File: src/hdl/svt_pkg.sv
// Shared types and constants for the sorted value table.
// Depends on nothing; every other file in hdl/ refers to it by scoped names.
`timescale 1ns / 1ps

package svt_pkg;

    // Table depth and the widths derived from it
    localparam int DEPTH = 16;
    localparam int IDX_W = $clog2(DEPTH);
    localparam int CNT_W = $clog2(DEPTH + 1);

    // Widths of the item fields
    localparam int VAL_W = 32;
    localparam int POS_W = 8;
    localparam int FILL_W = 5;
    localparam int CMP_W = POS_W + 1;

    typedef enum logic [1:0] {
        MODE_INSERT   = 2'd0,
        MODE_READ     = 2'd1,
        MODE_DEL_MIN  = 2'd2,
        MODE_DEL_MAX  = 2'd3
    } mode_t;

    typedef enum logic [1:0] {
        ST_OK     = 2'd0,
        ST_ABSENT = 2'd1,
        ST_FULL   = 2'd2
    } status_t;

    typedef struct packed {
        mode_t                     mode;
        logic signed [VAL_W-1:0]   value;
        logic [POS_W-1:0]          position;
    } req_item_t;

    typedef struct packed {
        status_t                   status;
        logic signed [VAL_W-1:0]   read_value;
        logic [FILL_W-1:0]         fill_count;
    } rsp_item_t;

    // Controller to datapath commands
    typedef struct packed {
        logic load;   // capture the request item
        logic exec;   // run the operation, update the table, load the result
    } dp_cmd_t;

    // Controller states, one-hot
    typedef enum logic [1:0] {
        S_IDLE = 2'b01,
        S_EXEC = 2'b10
    } ctrl_state_t;

endpackage

File: src/hdl/svt_ctrl.sv
// Controller for the sorted value table: sequences one item at a time.
// Depends on svt_pkg; drives the commands of svt_datapath.
`timescale 1ns / 1ps

module svt_ctrl (
    input  logic             clk,
    input  logic             rst_n,
    input  logic             req_valid,
    output logic             req_stall,
    output logic             rsp_valid,
    input  logic             rsp_stall,
    output svt_pkg::dp_cmd_t cmd
);

    svt_pkg::ctrl_state_t state_reg;
    svt_pkg::ctrl_state_t state_next;
    logic                 rsp_valid_reg;
    logic                 rsp_valid_next;
    logic                 out_free;

    // Output register can take a new result when empty or draining now
    assign out_free = !rsp_valid_reg || !rsp_stall;

    always_comb
    begin
        state_next = state_reg;
        cmd.load   = 1'b0;
        cmd.exec   = 1'b0;
        case (state_reg)
            svt_pkg::S_IDLE:
            begin
                if (req_valid)
                begin
                    cmd.load   = 1'b1;
                    state_next = svt_pkg::S_EXEC;
                end
            end
            svt_pkg::S_EXEC:
            begin
                if (out_free)
                begin
                    cmd.exec   = 1'b1;
                    state_next = svt_pkg::S_IDLE;
                end
            end
            default:
            begin
                state_next = svt_pkg::S_IDLE;
            end
        endcase
    end

    assign rsp_valid_next = cmd.exec || (rsp_valid_reg && rsp_stall);

    always_ff @(posedge clk or negedge rst_n)
    begin
        if (!rst_n)
        begin
            state_reg     <= svt_pkg::S_IDLE;
            rsp_valid_reg <= 1'b0;
        end
        else
        begin
            state_reg     <= state_next;
            rsp_valid_reg <= rsp_valid_next;
        end
    end

    assign req_stall = (state_reg != svt_pkg::S_IDLE);
    assign rsp_valid = rsp_valid_reg;

endmodule

File: src/hdl/svt_datapath.sv
// Datapath for the sorted value table: entry cells, count and result register.
// Depends on svt_pkg; commanded by svt_ctrl.
`timescale 1ns / 1ps

module svt_datapath (
    input  logic               clk,
    input  logic               rst_n,
    input  svt_pkg::dp_cmd_t   cmd,
    input  svt_pkg::req_item_t req,
    output svt_pkg::rsp_item_t rsp
);

    svt_pkg::req_item_t                   op_reg;
    logic signed [svt_pkg::VAL_W-1:0]     entries_reg  [svt_pkg::DEPTH];
    logic signed [svt_pkg::VAL_W-1:0]     entries_next [svt_pkg::DEPTH];
    logic [svt_pkg::CNT_W-1:0]            count_reg;
    logic [svt_pkg::CNT_W-1:0]            count_next;
    svt_pkg::rsp_item_t                   rsp_reg;
    svt_pkg::rsp_item_t                   rsp_next;

    logic [svt_pkg::DEPTH-1:0]            lt;
    logic                                 full;
    logic                                 empty;
    logic                                 pos_ok;
    logic [svt_pkg::IDX_W-1:0]            rd_addr;
    logic signed [svt_pkg::VAL_W-1:0]     rd_data;

    assign full  = (count_reg == svt_pkg::CNT_W'(svt_pkg::DEPTH));
    assign empty = (count_reg == '0);
    assign pos_ok = (op_reg.position != '0) &&
                    (svt_pkg::CMP_W'(op_reg.position) <= svt_pkg::CMP_W'(count_reg));

    // Every occupied cell compares against the new value at once
    always_comb
    begin
        for (int i = 0; i < svt_pkg::DEPTH; i++)
        begin
            lt[i] = (svt_pkg::CNT_W'(i) < count_reg) && (entries_reg[i] < op_reg.value);
        end
    end

    // Single read port: address picked by the operation
    always_comb
    begin
        case (op_reg.mode)
            svt_pkg::MODE_READ:    rd_addr = svt_pkg::IDX_W'(op_reg.position - 1'b1);
            svt_pkg::MODE_DEL_MAX: rd_addr = svt_pkg::IDX_W'(count_reg - 1'b1);
            default:               rd_addr = '0;
        endcase
    end

    assign rd_data = entries_reg[rd_addr];

    always_comb
    begin
        for (int i = 0; i < svt_pkg::DEPTH; i++)
        begin
            entries_next[i] = entries_reg[i];
        end
        count_next          = count_reg;
        rsp_next.status     = svt_pkg::ST_OK;
        rsp_next.read_value = '0;
        case (op_reg.mode)
            svt_pkg::MODE_INSERT:
            begin
                if (full)
                begin
                    rsp_next.status = svt_pkg::ST_FULL;
                end
                else
                begin
                    // Hold cells below the slot, drop the value in, shift the rest up
                    if (!lt[0])
                        entries_next[0] = op_reg.value;
                    for (int i = 1; i < svt_pkg::DEPTH; i++)
                    begin
                        if (lt[i])
                            entries_next[i] = entries_reg[i];
                        else if (lt[i-1])
                            entries_next[i] = op_reg.value;
                        else
                            entries_next[i] = entries_reg[i-1];
                    end
                    count_next = count_reg + 1'b1;
                end
            end
            svt_pkg::MODE_READ:
            begin
                if (pos_ok)
                    rsp_next.read_value = rd_data;
                else
                    rsp_next.status = svt_pkg::ST_ABSENT;
            end
            svt_pkg::MODE_DEL_MIN:
            begin
                if (empty)
                begin
                    rsp_next.status = svt_pkg::ST_ABSENT;
                end
                else
                begin
                    rsp_next.read_value = rd_data;
                    for (int i = 0; i < svt_pkg::DEPTH - 1; i++)
                    begin
                        entries_next[i] = entries_reg[i+1];
                    end
                    count_next = count_reg - 1'b1;
                end
            end
            svt_pkg::MODE_DEL_MAX:
            begin
                if (empty)
                begin
                    rsp_next.status = svt_pkg::ST_ABSENT;
                end
                else
                begin
                    rsp_next.read_value = rd_data;
                    count_next          = count_reg - 1'b1;
                end
            end
            default:
            begin
                rsp_next.status = svt_pkg::ST_ABSENT;
            end
        endcase
        rsp_next.fill_count = svt_pkg::FILL_W'(count_next);
    end

    always_ff @(posedge clk or negedge rst_n)
    begin
        if (!rst_n)
        begin
            count_reg <= '0;
        end
        else if (cmd.exec)
        begin
            count_reg <= count_next;
        end
    end

    always_ff @(posedge clk)
    begin
        if (cmd.load)
        begin
            op_reg <= req;
        end
        if (cmd.exec)
        begin
            rsp_reg <= rsp_next;
            for (int i = 0; i < svt_pkg::DEPTH; i++)
            begin
                entries_reg[i] <= entries_next[i];
            end
        end
    end

    assign rsp = rsp_reg;

endmodule

File: src/hdl/sorted_value_table.sv
// Top level of the sorted value table: ascending table of signed 32-bit values.
// Depends on svt_pkg, svt_ctrl and svt_datapath.
//
//   channel | valid     | stall     | payload
//   --------+-----------+-----------+-----------------------------------
//   request | req_valid | req_stall | req  (mode, value, position)
//   result  | rsp_valid | rsp_stall | rsp  (status, read_value, fill_count)
//
// Each item is captured in the accept cycle; in S_EXEC the controller then runs the
// operation on all cells in parallel and loads the result register.
// The pace is set by the controller, which holds one item at a time.
// A stalled result holds the operation cycle back; a new item is still taken
// while the previous result waits in the output register.
// Reset (rst_n low, asynchronous) empties the table; cell contents stay undefined.
`timescale 1ns / 1ps

module sorted_value_table (
    input  logic               clk,
    input  logic               rst_n,
    input  logic               req_valid,
    output logic               req_stall,
    input  svt_pkg::req_item_t req,
    output logic               rsp_valid,
    input  logic               rsp_stall,
    output svt_pkg::rsp_item_t rsp
);

    // Commands from controller to datapath
    svt_pkg::dp_cmd_t cmd;

    // Sequence accept, execute and result handoff
    svt_ctrl u_ctrl (
        .clk       (clk),
        .rst_n     (rst_n),
        .req_valid (req_valid),
        .req_stall (req_stall),
        .rsp_valid (rsp_valid),
        .rsp_stall (rsp_stall),
        .cmd       (cmd)
    );

    // Hold the cells, the count and the result register
    svt_datapath u_datapath (
        .clk   (clk),
        .rst_n (rst_n),
        .cmd   (cmd),
        .req   (req),
        .rsp   (rsp)
    );

endmodule

File: config.mk
export PLATFORM = sky130hd
export DESIGN_NAME = sorted_value_table
export DESIGN_NICKNAME = d
export VERILOG_FILES = /design/src/hdl/svt_pkg.sv /design/src/hdl/svt_ctrl.sv /design/src/hdl/svt_datapath.sv /design/src/hdl/sorted_value_table.sv
export SDC_FILE = /design/constraint.sdc
export NUM_CORES = 2
export LEC_CHECK = 0
export ABC_AREA = 1
export BUFFER_PORTS_ARGS = -buffer_cell sky130_fd_sc_hd__buf_2
export CAP_MARGIN = 40
export CORE_MARGIN = 1.5
export CORE_UTILIZATION = 59
export DETAILED_ROUTE_END_ITERATION = 12
export PLACE_DENSITY = 0.79
export SLEW_MARGIN = 10
export SYNTH_ARGS = -nofsm -noshare
export SYNTH_HDL_FRONTEND = slang
export SYNTH_SLANG_ARGS = --single-unit
File: constraint.sdc
create_clock -name clk -period 4 [get_ports clk]
set_input_delay 0.4 -clock clk [delete_from_list [all_inputs] [get_ports clk]]
set_output_delay 0.4 -clock clk [all_outputs]
set_load 0.02 [all_outputs]
==> qor.yml <==
arrival_ns: 4.00
cts_buffer_depth: 3
ctsResizeCount: 0
cp.depth: 14
crit_chain: "clkinv_1 -> buf_4 -> ha_1 -> nand2_1 -> o21ai_0 -> nand2_1 -> nand2_1 -> a21oi_1 -> nand2_1 -> nand2_2 -> nand3_2 -> o21ai_1 -> inv_1 -> buf_4"
postCtsHoldBufs: 44
grt_overflow: 0
rsz0062_at_grt: "no"
die-height_um: 289
ys_top_cells_by_area: "edfxtp_1, nand2_1, ha_1"
layout.cells.non_filler: 7507
root_buffer: "clkbuf_16"
synth-async-reset-ratio_pct: 1.33
finalSetupViolCount: 0
largest_reg_flops: 512
n_antenna_cell: 0
skew_ns: 0.0259
grt_pass1_vias: 44600
tightest_slew_ns: 0.977
ys_seq_elements: 601
critPathLaunch: "u_datapath.op_reg[34]$_DFFE_PP_"
p_per_area_nw_per_um2: 446
clk_pin_slew_ns: 0.06
slew_headroom_pct: 34.9
syn2layout_area_growth_pct: 9.21
cpMostUsedCell: "nand2_1"
synth_area_um2: 48300
status: "complete, no violations"
gp_congestion: 0.910
detail-route-antenna-nets: 0
cp.required_ns: 4.36
cp-endpoint: "u_datapath.entries_reg[2][2]$_DFFE_PP_"
drc_errors: 0
rr_startpoint: "u_datapath.op_reg[34]$_DFFE_PP_"
clock-sinks: 601
p_leak_nw: 24.8
ys.flop_type: "edfxtp_1"
reg2reg_depth: 14
fin_crit_sh_pct: 90.9
crit_type: "reg2reg"
antenna_found_initial: 2
fin_nets: 6951
crit_fanout: 19
io_pins: 87
end_kind: "flop"
final.min_clock_period_ns: 3.64
cp-start-kind: "flop"
numCtsBuffers: 72
fin_tns_setup_ns: 0
grtUsageTotal_pct: 34.6
synth_edf_count: 593
reg2reg_to: "u_datapath.entries_reg[2][2]$_DFFE_PP_"
final-hold-violation-count: 0
cap_violations: 0
start_util_pct: 59.8
final_cell_area_um2: 52800
drt-total-wl_um: 147000
ys_types: 38
h-tree-depth: 3
die_area_um2: 83600
ys_warn_count: 0
core-area_um2: 80800
max_freq_mhz: 275
postCtsSetupRepairBufs: 0
synth_nets: 6999
hpwl_um: 105000
crit_buf_inv: 4
die_w_um: 289
holdWs_ns: 0.164
avgSynthCellArea_um2: 7.49
avgRoutedWirePerCell_um: 19.5
io_buffers: 86
cts_tree: "done"
dr.pass1.iters: 8
max-vdd-ir-drop_uv: 356
vias: 46300
grt_max_degree: 186
worst-r2r-setup-slack_ns: 0.36
syn_inst: 6447
via_per_inst: 6.17
cpLargestDelayFamily: "buffers and inverters"
holdCritPathClass: "in2async"
placed_area_um2: 50000
rows: 104
place_inst: 7341
drive_gt1_share_pct: 6.36
max_stage_delay_ns: 0.68
clock_latency_ns: 0.63
cp_slowest_cell: "clkinv_1"
drt_iter0_markers: 5026
yosysTopAreaCell: "edfxtp_1"
ys_seq_area_share_pct: 37.3
grt_pass1_wl_um: 234000
synth_top_area_share_pct: 36.9
slew_viol_final: 0
-- final cells by class --
class | count | area (um^2)
multi-input combinational | 4777 | 26200
tap | 1060 | 1330
inverter | 649 | 2450
clock inverter | 32 | 320
fill | 6832 | 28000
timing repair buffer | 298 | 2510
clock buffer | 90 | 1950
sequential | 601 | 18000
-- how the worst min path moves through the flow --
stage          cells past startpoint                             endpoint  slack, ns   from
2_1_floorplan                      0           u_ctrl.rsp_valid$_DFF_PN0_       0.10  rst_n
3_3_place_gp                       1  u_datapath.count_reg[3]$_DFFE_PN0P_       0.25  rst_n
3_5_place_dp                       1  u_datapath.count_reg[3]$_DFFE_PN0P_       0.26  rst_n
4_1_cts                            2  u_datapath.count_reg[4]$_DFFE_PN0P_       0.14  rst_n
5_1_grt                            2  u_datapath.count_reg[3]$_DFFE_PN0P_       0.21  rst_n
6_report                           2      u_ctrl.state_reg[1]$_DFFE_PN0P_       0.16  rst_n
-- through the flow --
stage               setup slack (ns)  utilization (%)  power [mW]
finish                         0.363             65.3        23.5
global route                   0.231             65.3        24.6
CTS                            0.447             65.3        23.2
detailed placement             0.487             61.9        16.7
global placement               0.389             61.7        16.4
floorplan                    0.00423                -        14.0
-- placed cells by master, fill, tap and decap left out, types with 3 or more instances in the layout --
master         instances
clkbuf_16             76
nand3b_1               3
clkinv_2              11
nand2_2               11
o221ai_1              35
o21ai_0              266
dfrtp_1                7
o311ai_1              30
buf_4                141
nand2_1             1973
nor2_4                 4
o21a_1                17
nor3_1                22
bufinv_16              6
o211ai_1              71
clkinv_1              41
a21oi_1              311
nand4_1              474
clkbuf_1              14
a31oi_1                9
dlygate4sd3_1         44
nand3_1              571
nand3_2               21
nor2_1               322
buf_2                 86
clkinvlp_4             3
inv_2                  7
o22ai_1               33
o21ai_1               78
buf_16                 6
inv_1                608
buf_12                21
o21ai_2                6
nor4_1                 4
edfxtp_1             593
ha_1                 506
-- worst reg2reg max path, stage by stage, from the launching register on --
cell,delay (ns)
edfxtp_1,0.32
clkinv_1,0.68
buf_4,0.49
ha_1,0.28
nand2_1,0.08
o21ai_0,0.14
nand2_1,0.09
nand2_1,0.09
a21oi_1,0.21
nand2_1,0.10
nand2_2,0.08
nand3_2,0.27
o21ai_1,0.22
inv_1,0.09
buf_4,0.21
-- report_power, final --
group / internal, mW / leakage, nW / switching, mW
combinational: 2.71 / 18.2 / 6.39
clock: 3.83 / 1.11 / 2.77
sequential: 7.57 / 5.49 / 0.228
-- per-layer routing --
metal | global-route usage (%) | routed length (um) | vias to the layer above
li1 | - | - | 22200
met3 | 4.87 | 13900 | 316
met1 | 45.8 | 59400 | 21300
met4 | 12.8 | 4230 | 2
met2 | 57.9 | 69200 | 2531
met5 | 0 | 13 | -
-- Yosys cell counts, drive strengths merged (71+ instances only) --
| master | n |
|---|---|
| nand2 | 1985 |
| inv | 618 |
| edfxtp | 593 |
| nand3 | 592 |
| ha | 506 |
| nand4 | 474 |
| o21ai | 350 |
| nor2 | 327 |
| a21oi | 311 |
| clkbuf | 249 |
| buf | 171 |
| o211ai | 71 |
-- logic make-up (layout without fill, tap and decap cells) --
| family | count (synthesis) | in the layout | synth area share (%) |
|---|---|---|---|
| AO/OA/AOI/OAI | 861 | 861 | 10.0 |
| AND/OR/NAND/NOR | 3407 | 3407 | 30.9 |
| adder cells (fa/ha/maj) | 506 | 506 | 13.1 |
| flip-flops | 601 | 601 | 37.3 |
| XOR/XNOR | 3 | 3 | 0.0544 |
| buffers and inverters | 1069 | 1069 | 8.67 |
Note: power is estimated with default switching activity, not from simulation.
